**src/rtl/bounded_lcg_xorshift_random_assert.svh**
```systemverilog
// Assertion macros shared by the RTL.
// BLXR_ASSERT checks on clk and is held off while rst_n is low.
// BLXR_ASSERT_ALWAYS checks on clk at every edge, reset included.
`ifndef BOUNDED_LCG_XORSHIFT_RANDOM_ASSERT_SVH
`define BOUNDED_LCG_XORSHIFT_RANDOM_ASSERT_SVH

`ifndef ASSERT_OFF
`define BLXR_ASSERT(lbl, prop, msg) \
  lbl: assert property (@(posedge clk) disable iff (!rst_n) prop) else $error(msg);
`define BLXR_ASSERT_ALWAYS(lbl, prop, msg) \
  lbl: assert property (@(posedge clk) prop) else $error(msg);
`else
`define BLXR_ASSERT(lbl, prop, msg)
`define BLXR_ASSERT_ALWAYS(lbl, prop, msg)
`endif

`endif

```
**src/rtl/blxr_pkg.sv**
```systemverilog
package blxr_pkg;

  localparam int unsigned DATA_W = 64;
  localparam int unsigned CODE_W = 3;

  // generator constants
  localparam logic [17:0]       MULT_K = 18'd198277;
  localparam logic [1:0]        ADD_K  = 2'd3;
  localparam logic [DATA_W-1:0] SEED_K = 64'd9316722631499553187;
  localparam int unsigned       SHL_K  = 3;
  localparam int unsigned       SHR_K  = 7;

  // rejection sampling gives up after this many draws
  localparam int unsigned MAX_DRAWS = 64;
  localparam int unsigned DRAW_CNT_W = $clog2(MAX_DRAWS + 1);

  localparam int unsigned QUEUE_DEPTH_DEF = 2;

  typedef enum logic [CODE_W-1:0] {
    WIDTH_1  = 3'd0,
    WIDTH_8  = 3'd1,
    WIDTH_16 = 3'd2,
    WIDTH_32 = 3'd3,
    WIDTH_64 = 3'd4
  } blxr_width_t;

  // classified request as it sits in the queue
  typedef struct packed {
    logic              bounded;  // rejection sampling applies
    logic [DATA_W-1:0] mask;     // width mask, or cover mask of the bound
    logic [DATA_W-1:0] bound;    // bound truncated to the width
  } blxr_item_t;

endpackage

```
**src/rtl/blxr_front.sv**
```systemverilog
module blxr_front (
  input  logic                                in_valid,
  output logic                                in_ready,
  input  logic [blxr_pkg::CODE_W-1:0]         in_width_code,
  input  logic [blxr_pkg::DATA_W-1:0]         in_bound,
  input  logic                                q_ready,
  output logic                                q_push,
  output blxr_pkg::blxr_item_t                q_item
);
  import blxr_pkg::*;

  logic [DATA_W-1:0] wmask;
  logic [DATA_W-1:0] bnd;
  logic [DATA_W-1:0] cover_m;
  logic              one_bit;

  always_comb begin
    one_bit = 1'b0;
    unique case (blxr_width_t'(in_width_code))
      WIDTH_1: begin
        wmask   = DATA_W'(1);
        one_bit = 1'b1;
      end
      WIDTH_8:  wmask = DATA_W'(8'hFF);
      WIDTH_16: wmask = DATA_W'(16'hFFFF);
      WIDTH_32: wmask = DATA_W'(32'hFFFF_FFFF);
      WIDTH_64: wmask = '1;
      default:  wmask = '1;  // unused codes act as 64 bits
    endcase
  end

  // smear the top set bit of the bound downward
  always_comb begin
    bnd     = in_bound & wmask;
    cover_m = bnd;
    cover_m = cover_m | (cover_m >> 1);
    cover_m = cover_m | (cover_m >> 2);
    cover_m = cover_m | (cover_m >> 4);
    cover_m = cover_m | (cover_m >> 8);
    cover_m = cover_m | (cover_m >> 16);
    cover_m = cover_m | (cover_m >> 32);
  end

  always_comb begin
    q_item.bound   = bnd;
    q_item.bounded = !one_bit && (bnd != '0);
    q_item.mask    = q_item.bounded ? cover_m : wmask;
  end

  assign in_ready = q_ready;
  assign q_push   = in_valid && q_ready;

endmodule

```
**src/rtl/blxr_queue.sv**
```systemverilog
module blxr_queue #(
  parameter int unsigned DEPTH = blxr_pkg::QUEUE_DEPTH_DEF
) (
  input  logic                 clk,
  input  logic                 rst_n,
  input  logic                 push,
  output logic                 push_ready,
  input  blxr_pkg::blxr_item_t push_item,
  output logic                 pop_valid,
  input  logic                 pop,
  output blxr_pkg::blxr_item_t pop_item
);
  import blxr_pkg::*;
  `include "bounded_lcg_xorshift_random_assert.svh"

  localparam int unsigned PTR_W = (DEPTH > 1) ? $clog2(DEPTH) : 1;
  localparam int unsigned CNT_W = $clog2(DEPTH + 1);

  blxr_item_t       mem_r [DEPTH];
  logic [PTR_W-1:0] wr_ptr_r, wr_ptr_nxt;
  logic [PTR_W-1:0] rd_ptr_r, rd_ptr_nxt;
  logic [CNT_W-1:0] cnt_r, cnt_nxt;

  assign push_ready = (cnt_r != CNT_W'(DEPTH));
  assign pop_valid  = (cnt_r != '0);
  assign pop_item   = mem_r[rd_ptr_r];

  always_comb begin
    wr_ptr_nxt = wr_ptr_r;
    rd_ptr_nxt = rd_ptr_r;
    cnt_nxt    = cnt_r;
    if (push) begin
      wr_ptr_nxt = (wr_ptr_r == PTR_W'(DEPTH - 1)) ? '0 : wr_ptr_r + PTR_W'(1);
    end
    if (pop) begin
      rd_ptr_nxt = (rd_ptr_r == PTR_W'(DEPTH - 1)) ? '0 : rd_ptr_r + PTR_W'(1);
    end
    if (push && !pop) begin
      cnt_nxt = cnt_r + CNT_W'(1);
    end else if (pop && !push) begin
      cnt_nxt = cnt_r - CNT_W'(1);
    end
  end

  always_ff @(posedge clk) begin
    if (!rst_n) begin
      wr_ptr_r <= '0;
      rd_ptr_r <= '0;
      cnt_r    <= '0;
    end else begin
      wr_ptr_r <= wr_ptr_nxt;
      rd_ptr_r <= rd_ptr_nxt;
      cnt_r    <= cnt_nxt;
    end
  end

  always_ff @(posedge clk) begin
    if (push) begin
      mem_r[wr_ptr_r] <= push_item;
    end
  end

  `BLXR_ASSERT(a_q_no_overflow, push |-> push_ready, "queue push while full")
  `BLXR_ASSERT(a_q_no_underflow, pop |-> pop_valid, "queue pop while empty")
  `BLXR_ASSERT(a_q_fill, (push && !pop) |=> (cnt_r == $past(cnt_r) + CNT_W'(1)),
               "queue fill count did not advance on push")

endmodule

```
**src/rtl/blxr_back.sv**
```systemverilog
module blxr_back (
  input  logic                        clk,
  input  logic                        rst_n,
  input  logic                        q_valid,
  input  blxr_pkg::blxr_item_t        q_item,
  output logic                        q_pop,
  output logic                        out_valid,
  input  logic                        out_ready,
  output logic [blxr_pkg::DATA_W-1:0] out_value
);
  import blxr_pkg::*;
  `include "bounded_lcg_xorshift_random_assert.svh"

  localparam int unsigned PLO_W = 32 + 18 + 1;

  typedef enum logic [1:0] {ST_IDLE, ST_MUL, ST_ADD, ST_CHK} st_t;

  st_t               st_r, st_nxt;
  logic [DATA_W-1:0] gen_r, gen_nxt;
  logic [PLO_W-1:0]  plo_r, plo_nxt;
  logic [31:0]       phi_r, phi_nxt;
  blxr_item_t        item_r, item_nxt;
  logic [DATA_W-1:0] draw_r, draw_nxt;
  logic [DRAW_CNT_W-1:0] cnt_r, cnt_nxt;
  logic              out_valid_r, out_valid_nxt;
  logic [DATA_W-1:0] out_value_r, out_value_nxt;

  logic [DATA_W-1:0] sum;
  logic [DATA_W-1:0] mix1;
  logic [DATA_W-1:0] mix2;
  logic              below;
  logic              done;
  logic              out_free;
  logic              load_out;
  logic [DATA_W-1:0] result;

  // multiply split in two 32-bit halves; high half only needs its low word
  assign plo_nxt = PLO_W'(gen_r[31:0]) * PLO_W'(MULT_K) + PLO_W'(ADD_K);
  assign phi_nxt = gen_r[63:32] * 32'(MULT_K);

  assign sum  = DATA_W'(plo_r) + {phi_r, 32'b0};
  assign mix1 = sum ^ (sum << SHL_K);
  assign mix2 = mix1 ^ (mix1 >> SHR_K);

  assign below    = draw_r < item_r.bound;
  assign done     = !item_r.bounded || below || (cnt_r == DRAW_CNT_W'(MAX_DRAWS));
  assign result   = (!item_r.bounded || below) ? draw_r : (draw_r & (item_r.mask >> 1));
  assign out_free = !out_valid_r || out_ready;
  assign load_out = (st_r == ST_CHK) && done && out_free;

  always_comb begin
    st_nxt        = st_r;
    gen_nxt       = gen_r;
    item_nxt      = item_r;
    draw_nxt      = draw_r;
    cnt_nxt       = cnt_r;
    q_pop         = 1'b0;
    out_valid_nxt = out_valid_r && !out_ready;
    out_value_nxt = out_value_r;
    unique case (st_r)
      ST_IDLE: begin
        if (q_valid) begin
          item_nxt = q_item;
          q_pop    = 1'b1;
          cnt_nxt  = '0;
          st_nxt   = ST_MUL;
        end
      end
      ST_MUL: begin
        st_nxt = ST_ADD;
      end
      ST_ADD: begin
        gen_nxt  = mix2;
        draw_nxt = mix2 & item_r.mask;
        cnt_nxt  = cnt_r + DRAW_CNT_W'(1);
        st_nxt   = ST_CHK;
      end
      ST_CHK: begin
        // products for the next draw are taken here from the updated state
        if (!done) begin
          st_nxt = ST_ADD;
        end else if (out_free) begin
          out_valid_nxt = 1'b1;
          out_value_nxt = result;
          if (q_valid) begin
            item_nxt = q_item;
            q_pop    = 1'b1;
            cnt_nxt  = '0;
            st_nxt   = ST_ADD;
          end else begin
            st_nxt = ST_IDLE;
          end
        end
      end
      default: st_nxt = ST_IDLE;
    endcase
  end

  always_ff @(posedge clk) begin
    if (!rst_n) begin
      st_r        <= ST_IDLE;
      gen_r       <= SEED_K;
      cnt_r       <= '0;
      out_valid_r <= 1'b0;
    end else begin
      st_r        <= st_nxt;
      gen_r       <= gen_nxt;
      cnt_r       <= cnt_nxt;
      out_valid_r <= out_valid_nxt;
      plo_r       <= plo_nxt;
      phi_r       <= phi_nxt;
      item_r      <= item_nxt;
      draw_r      <= draw_nxt;
      out_value_r <= out_value_nxt;
    end
  end

  assign out_valid = out_valid_r;
  assign out_value = out_value_r;

  `BLXR_ASSERT(a_bounded_result, (load_out && item_r.bounded) |-> (result < item_r.bound),
               "bounded result not below bound")
  `BLXR_ASSERT(a_gen_hold, (st_r != ST_ADD) |=> $stable(gen_r),
               "generator state moved outside a draw")
  `BLXR_ASSERT(a_cnt_range, cnt_r <= DRAW_CNT_W'(MAX_DRAWS),
               "draw count past limit")

endmodule

```
**src/rtl/bounded_lcg_xorshift_random.sv**
```systemverilog
// Bounded random number source: 64-bit LCG (x198277 + 3) whitened by
// xor-shift left 3 then right 7, with rejection sampling against a bound.
// Request channel (in_valid/in_ready): in_width_code picks 1, 8, 16, 32 or
// 64 bits (unused codes act as 64), in_bound is an exclusive limit, 0 for a
// raw draw (1-bit requests ignore it). Result channel (out_valid/out_ready):
// out_value, zero-extended. Each request gives exactly one result
// transaction, in request order. A generator step is split in two (the
// multiply into registers, then add and xor-shifts); the bound compare of a
// draw overlaps the multiply of the next. From an idle block a request
// passes the queue, the IDLE, MUL, ADD and CHK states and the output
// register; each draw runs through ADD and CHK, at most 64 draws per
// request, and the next request is taken in CHK of the last draw.
// Requests are classified on entry and wait in a small queue, so the
// request side keeps flowing while a draw loop runs or a result waits.
// If out_ready stays low the finished result holds in the output register,
// the back end waits with its next result, and the queue then fills and
// drops in_ready. Synchronous reset (rst_n low) loads the seed,
// empties the queue and clears out_valid.
module bounded_lcg_xorshift_random #(
  parameter int unsigned QUEUE_DEPTH = blxr_pkg::QUEUE_DEPTH_DEF
) (
  input  logic                        clk,
  input  logic                        rst_n,
  input  logic                        in_valid,
  output logic                        in_ready,
  input  logic [blxr_pkg::CODE_W-1:0] in_width_code,
  input  logic [blxr_pkg::DATA_W-1:0] in_bound,
  output logic                        out_valid,
  input  logic                        out_ready,
  output logic [blxr_pkg::DATA_W-1:0] out_value
);
  import blxr_pkg::*;

  blxr_item_t push_item;
  blxr_item_t pop_item;
  logic       push;
  logic       push_ready;
  logic       pop_valid;
  logic       pop;

  // classify width and bound, derive the cover mask
  blxr_front u_front (
    .in_valid      (in_valid),
    .in_ready      (in_ready),
    .in_width_code (in_width_code),
    .in_bound      (in_bound),
    .q_ready       (push_ready),
    .q_push        (push),
    .q_item        (push_item)
  );

  // decouples request intake from the draw loop
  blxr_queue #(
    .DEPTH (QUEUE_DEPTH)
  ) u_queue (
    .clk        (clk),
    .rst_n      (rst_n),
    .push       (push),
    .push_ready (push_ready),
    .push_item  (push_item),
    .pop_valid  (pop_valid),
    .pop        (pop),
    .pop_item   (pop_item)
  );

  // generator, rejection loop and output register
  blxr_back u_back (
    .clk       (clk),
    .rst_n     (rst_n),
    .q_valid   (pop_valid),
    .q_item    (pop_item),
    .q_pop     (pop),
    .out_valid (out_valid),
    .out_ready (out_ready),
    .out_value (out_value)
  );

endmodule
```
**config.mk**
```make
export PLATFORM = sky130hd
export DESIGN_NAME = bounded_lcg_xorshift_random
export DESIGN_NICKNAME = d
export VERILOG_FILES = /design/src/rtl/blxr_pkg.sv /design/src/rtl/blxr_front.sv /design/src/rtl/blxr_queue.sv /design/src/rtl/blxr_back.sv /design/src/rtl/bounded_lcg_xorshift_random.sv
export VERILOG_INCLUDE_DIRS = /design/src /design/src/rtl
export SDC_FILE = /design/constraint.sdc
export NUM_CORES = 2
export LEC_CHECK = 0
export BUFFER_PORTS_ARGS = -buffer_cell sky130_fd_sc_hd__buf_2
export CAP_MARGIN = 10
export CELL_PAD_IN_SITES_DETAIL_PLACEMENT = 1
export CELL_PAD_IN_SITES_GLOBAL_PLACEMENT = 1
export CORE_ASPECT_RATIO = 2
export CORE_MARGIN = 1.5
export CORE_UTILIZATION = 41
export CTS_BUF_LIST = sky130_fd_sc_hd__clkbuf_8
export CTS_CLUSTER_SIZE = 16
export DETAILED_ROUTE_END_ITERATION = 6
export PLACE_DENSITY_LB_ADDON = 0.2
export SYNTH_ARGS = -nofsm -noshare
export SYNTH_HDL_FRONTEND = slang
export SYNTH_HIERARCHICAL = 1
export SYNTH_SLANG_ARGS = --single-unit
```
**constraint.sdc**
```tcl
create_clock -name clk -period 21.9 [get_ports clk]
set_input_delay 5.475 -clock clk [delete_from_list [all_inputs] [get_ports clk]]
set_output_delay 5.475 -clock clk [all_outputs]
set_load 0.05 [all_outputs]
```
==> results.yml <==
status:
  status: "completed"
clocking:
  cts_resized: 0
  clock_sinks: 677
  root_buffer: "clkbuf_8"
  cts_tree: "yes"
  insertion_delay_ns: 0.78
  cts-htree-levels: 3
  cts_buffers: 95
  postCtsHoldBufs: 0
  post_cts_buffers: 0
  cts_buffer_depth: 3
  path_clk_slew_ns: 0.07
synth:
  synth_edf_count: 598
  synth_xor_area_frac: 0.0529
  synth-seq-cells: 677
  ys_async_sr_fraction: 0
  synth_nets: 4327
  synth_top_family_by_area: "adder cells"
  yosys.area_share.simple: 0.0797
  synth_warnings: 6
  synth_area_mm2: 0.0434
  synthMuxAreaShare: 0.0354
  ys_seq_area_frac: 0.451
  avgSynthCellArea_um2: 12.3
  synth_cells: 3516
  synth_compound_area_frac: 0.0823
  yosys.area_share.adder: 0.249
  ys.flop_type: "edfxtp_1"
  netlist-cell-type-count: 97
setup_path:
  cpMaxStageDelayCell: "o41ai_4"
  arrival_ns: 8.54
  worst-path-buf-inv: 1
  cp_cell_sequence: "buf_2 > or4_1 > or2_4 > o41ai_4 > nand3_1 > nand3b_1"
  critPathKind: "primary input to flip-flop"
  crit_required_ns: 22.46
  path_delay_family: "simple AND/OR/NAND/NOR gates"
  cp_max_fo: 13
  critPathLaunchType: "primary input"
  cp-end-kind: "flip-flop"
  cpPeakStageDelay_ns: 0.85
global_routing:
  grt_start_max_net_pins: 74
  grtUsageTotal: 0.221
  antenna_found_initial: 3
  first_global_vias: 30300
  grt_first_pass_wirelength_um: 179000
  grt_overflow: 0
floorplan:
  initial_core_util: 0.413
  die-width_um: 233
  dieArea_mm2: 0.108
  ioPinCount: 137
  die_h_um: 463
  std_cell_rows: 168
  coreArea_mm2: 0.105
place:
  dp_hpwl_um: 92100
  io_buffers: 136
  place.gp.congestion: 0.887
finish:
  syn_to_final_growth_pct: 9.91
  nets: 4504
  drive_gt1_frac: 0.126
sta:
  post-route-period-util: 0.364
  skew_ns: 0.0671
  finalSetupViolCount: 0
  tightest_slew_ns: 1.09
  hold_viol: 0
  setup_tns_ns: 0
  relSlewSlack: 0.252
  drv_slew: 0
  max_freq_ghz: 0.125
  finalCriticalPeriod_ns: 7.98
  rsz0062_at_grt: "no"
detailed_routing:
  dr.pass1.iters: 5
  vias: 26900
  via_per_inst: 5.24
  ant_nets: 0
  drc_errors: 0
  drt_iter0_markers: 1080
  wl_per_cell_um: 22.5
  wl_um: 115000
worst_hold_path:
  holdCritPathClass: "flip-flop to flip-flop"
run:
  maxCapViolations: 0
[worst paths after layout]
| check | from | to | slack [ns] | depth (start not counted) |
|---|---|---|---|---|
| worst min register to register | u_back/gen_r[62] | u_back/gen_r[62] | 0.50 | 2 |
| worst max-delay path | in_bound[61] | u_queue/mem_r[1][113] | 13.92 | 6 |
| worst min-delay path | u_back/gen_r[62] | u_back/gen_r[62] | 0.50 | 2 |
| worst max register to register | u_back/gen_r[4] | u_back/plo_r[46] | 14.90 | 19 |
[routing by layer]
layer  vias to the layer above  global-route usage  wire (um)
met4                         0              0.0906       4670
met3                       198              0.0225       2890
li1                      12800                   -          -
met5                         -                   0          0
met1                     13500               0.250      44600
met2                       441               0.416      63200
[cells by family after synthesis]
logic type | Yosys count
adders and majority gates | 740
buffers and inverters | 532
xor gates and xnor gates | 257
AOI/OAI and AO/OA | 512
and+or+nand+nor | 660
other | 1
DFF | 677
muxes | 137
[registers in the layout (all words and copies together), names as in the netlist, named ones only]
| signal | cells |
|---|---|
| u_queue/rd_ptr_r | 1 |
| u_queue/cnt_r | 2 |
| u_back/st_r | 2 |
| u_back/out_value | 64 |
| u_back/plo_r | 51 |
| u_queue/wr_ptr_r | 1 |
| u_back/draw_r | 64 |
| u_back/out_valid | 1 |
| u_back/gen_r | 64 |
| u_back/item_r | 129 |
| u_queue/mem_r | 258 |
| u_back/phi_r | 32 |
| u_back/cnt_r | 7 |
[worst reg2reg max path: stages (launching register included)]
cell	delay, ns
dfxtp_1	0.65
ha_1	0.35
ha_1	0.35
xor2_1	0.18
ha_1	0.35
fa_1	0.53
fa_1	0.56
inv_1	0.06
fa_1	0.53
inv_1	0.04
ha_1	0.41
and3_1	0.20
o31a_1	0.31
o21bai_1	0.14
a21boi_0	0.14
o21ai_0	0.31
a31oi_1	0.23
a221oi_1	0.81
nor3b_1	0.19
a311o_1	0.40
[layout by cell type (no fill, tap or decap), types with 11 or more instances in the layout]
cell / Yosys / final
clkinv_2: 0 / 16
edfxtp_1: 598 / 598
o211ai_1: 14 / 14
o21ai_1: 13 / 13
nand2_1: 96 / 96
a21o_1: 87 / 87
and3_1: 17 / 16
nor3_1: 45 / 44
buf_4: 3 / 23
o21bai_1: 13 / 13
nor2_1: 186 / 186
nand4_1: 30 / 30
ha_1: 535 / 534
inv_1: 452 / 468
a21oi_1: 105 / 103
nor2b_1: 33 / 32
fa_1: 205 / 205
buf_2: 4 / 135
or3_1: 11 / 11
nand2b_1: 17 / 17
a31oi_1: 17 / 17
mux2_2: 129 / 129
nor4_1: 15 / 15
nand3_1: 48 / 48
a211oi_1: 15 / 15
and2_1: 118 / 117
o21ai_0: 74 / 74
xor2_1: 98 / 98
clkbuf_8: 1 / 97
bufinv_16: 0 / 15
xnor2_1: 156 / 156
clkinv_1: 0 / 21
o21a_1: 80 / 80
dfxtp_1: 79 / 78
[final cells by class]
cell class                      instances  area, um2
Multi-Input combinational cell       2307      21700
Tap cell                             1360       1700
Timing Repair Buffer                  158        848
Clock buffer                           97       1340
Inverter                              454       1700
Fill cell                           11000      57200
Clock inverter                         81        820
Sequential cell                       677      19500
Antenna cell                            2       5.00
[cell usage after synthesis, drive strengths merged (5+ instances only)]
library cell | number | area share
o2111ai | 5 | 0.0014
nand2b | 17 | 0.0025
clkbuf | 44 | 0.0040
a211oi | 15 | 0.0026
a31oi | 18 | 0.0029
o41ai | 8 | 0.0022
mux2 | 130 | 0.034
nand3 | 48 | 0.0055
inv | 454 | 0.039
o21bai | 13 | 0.0023
dfxtp | 79 | 0.036
buf | 34 | 0.0064
o211ai | 14 | 0.0024
nand4 | 30 | 0.0043
or4 | 6 | 0.0013
o21a | 80 | 0.014
nor2b | 33 | 0.0048
or2 | 8 | 0.0012
and3 | 17 | 0.0025
and2 | 119 | 0.017
or3 | 12 | 0.0018
xnor2 | 156 | 0.032
a2bb2oi | 7 | 0.0014
a21oi | 107 | 0.013
ha | 535 | 0.15
mux2i | 7 | 0.0016
nand2 | 96 | 0.0083
edfxtp | 598 | 0.41
a2111oi | 7 | 0.0020
a21o | 88 | 0.015
fa | 205 | 0.095
a31o | 5 | 0.0010
o21ai | 88 | 0.010
and4 | 6 | 0.0012
nor4 | 21 | 0.0045
nor3 | 46 | 0.0056
xor2 | 98 | 0.020
a211o | 7 | 0.0014
nor2 | 186 | 0.016
o31ai | 6 | 0.0010
[stage by stage]
stage	std cells	cell area, um2	util	setup WS, ns	hold slack [ns]
finish	5136	47600	0.454	13.92	0.505
global route	5135	47600	0.454	13.94	0.522
CTS	5134	47600	0.454	14.00	0.496
detailed placement	4956	45500	0.434	13.13	0.487
global placement	4956	45500	0.434	13.15	0.475
floorplan	3516	43400	-	9.91	0.458
Power is left out: the tool's default activity adds up to more than one toggle a clock period on the data nets, which glitch-free logic cannot reach.
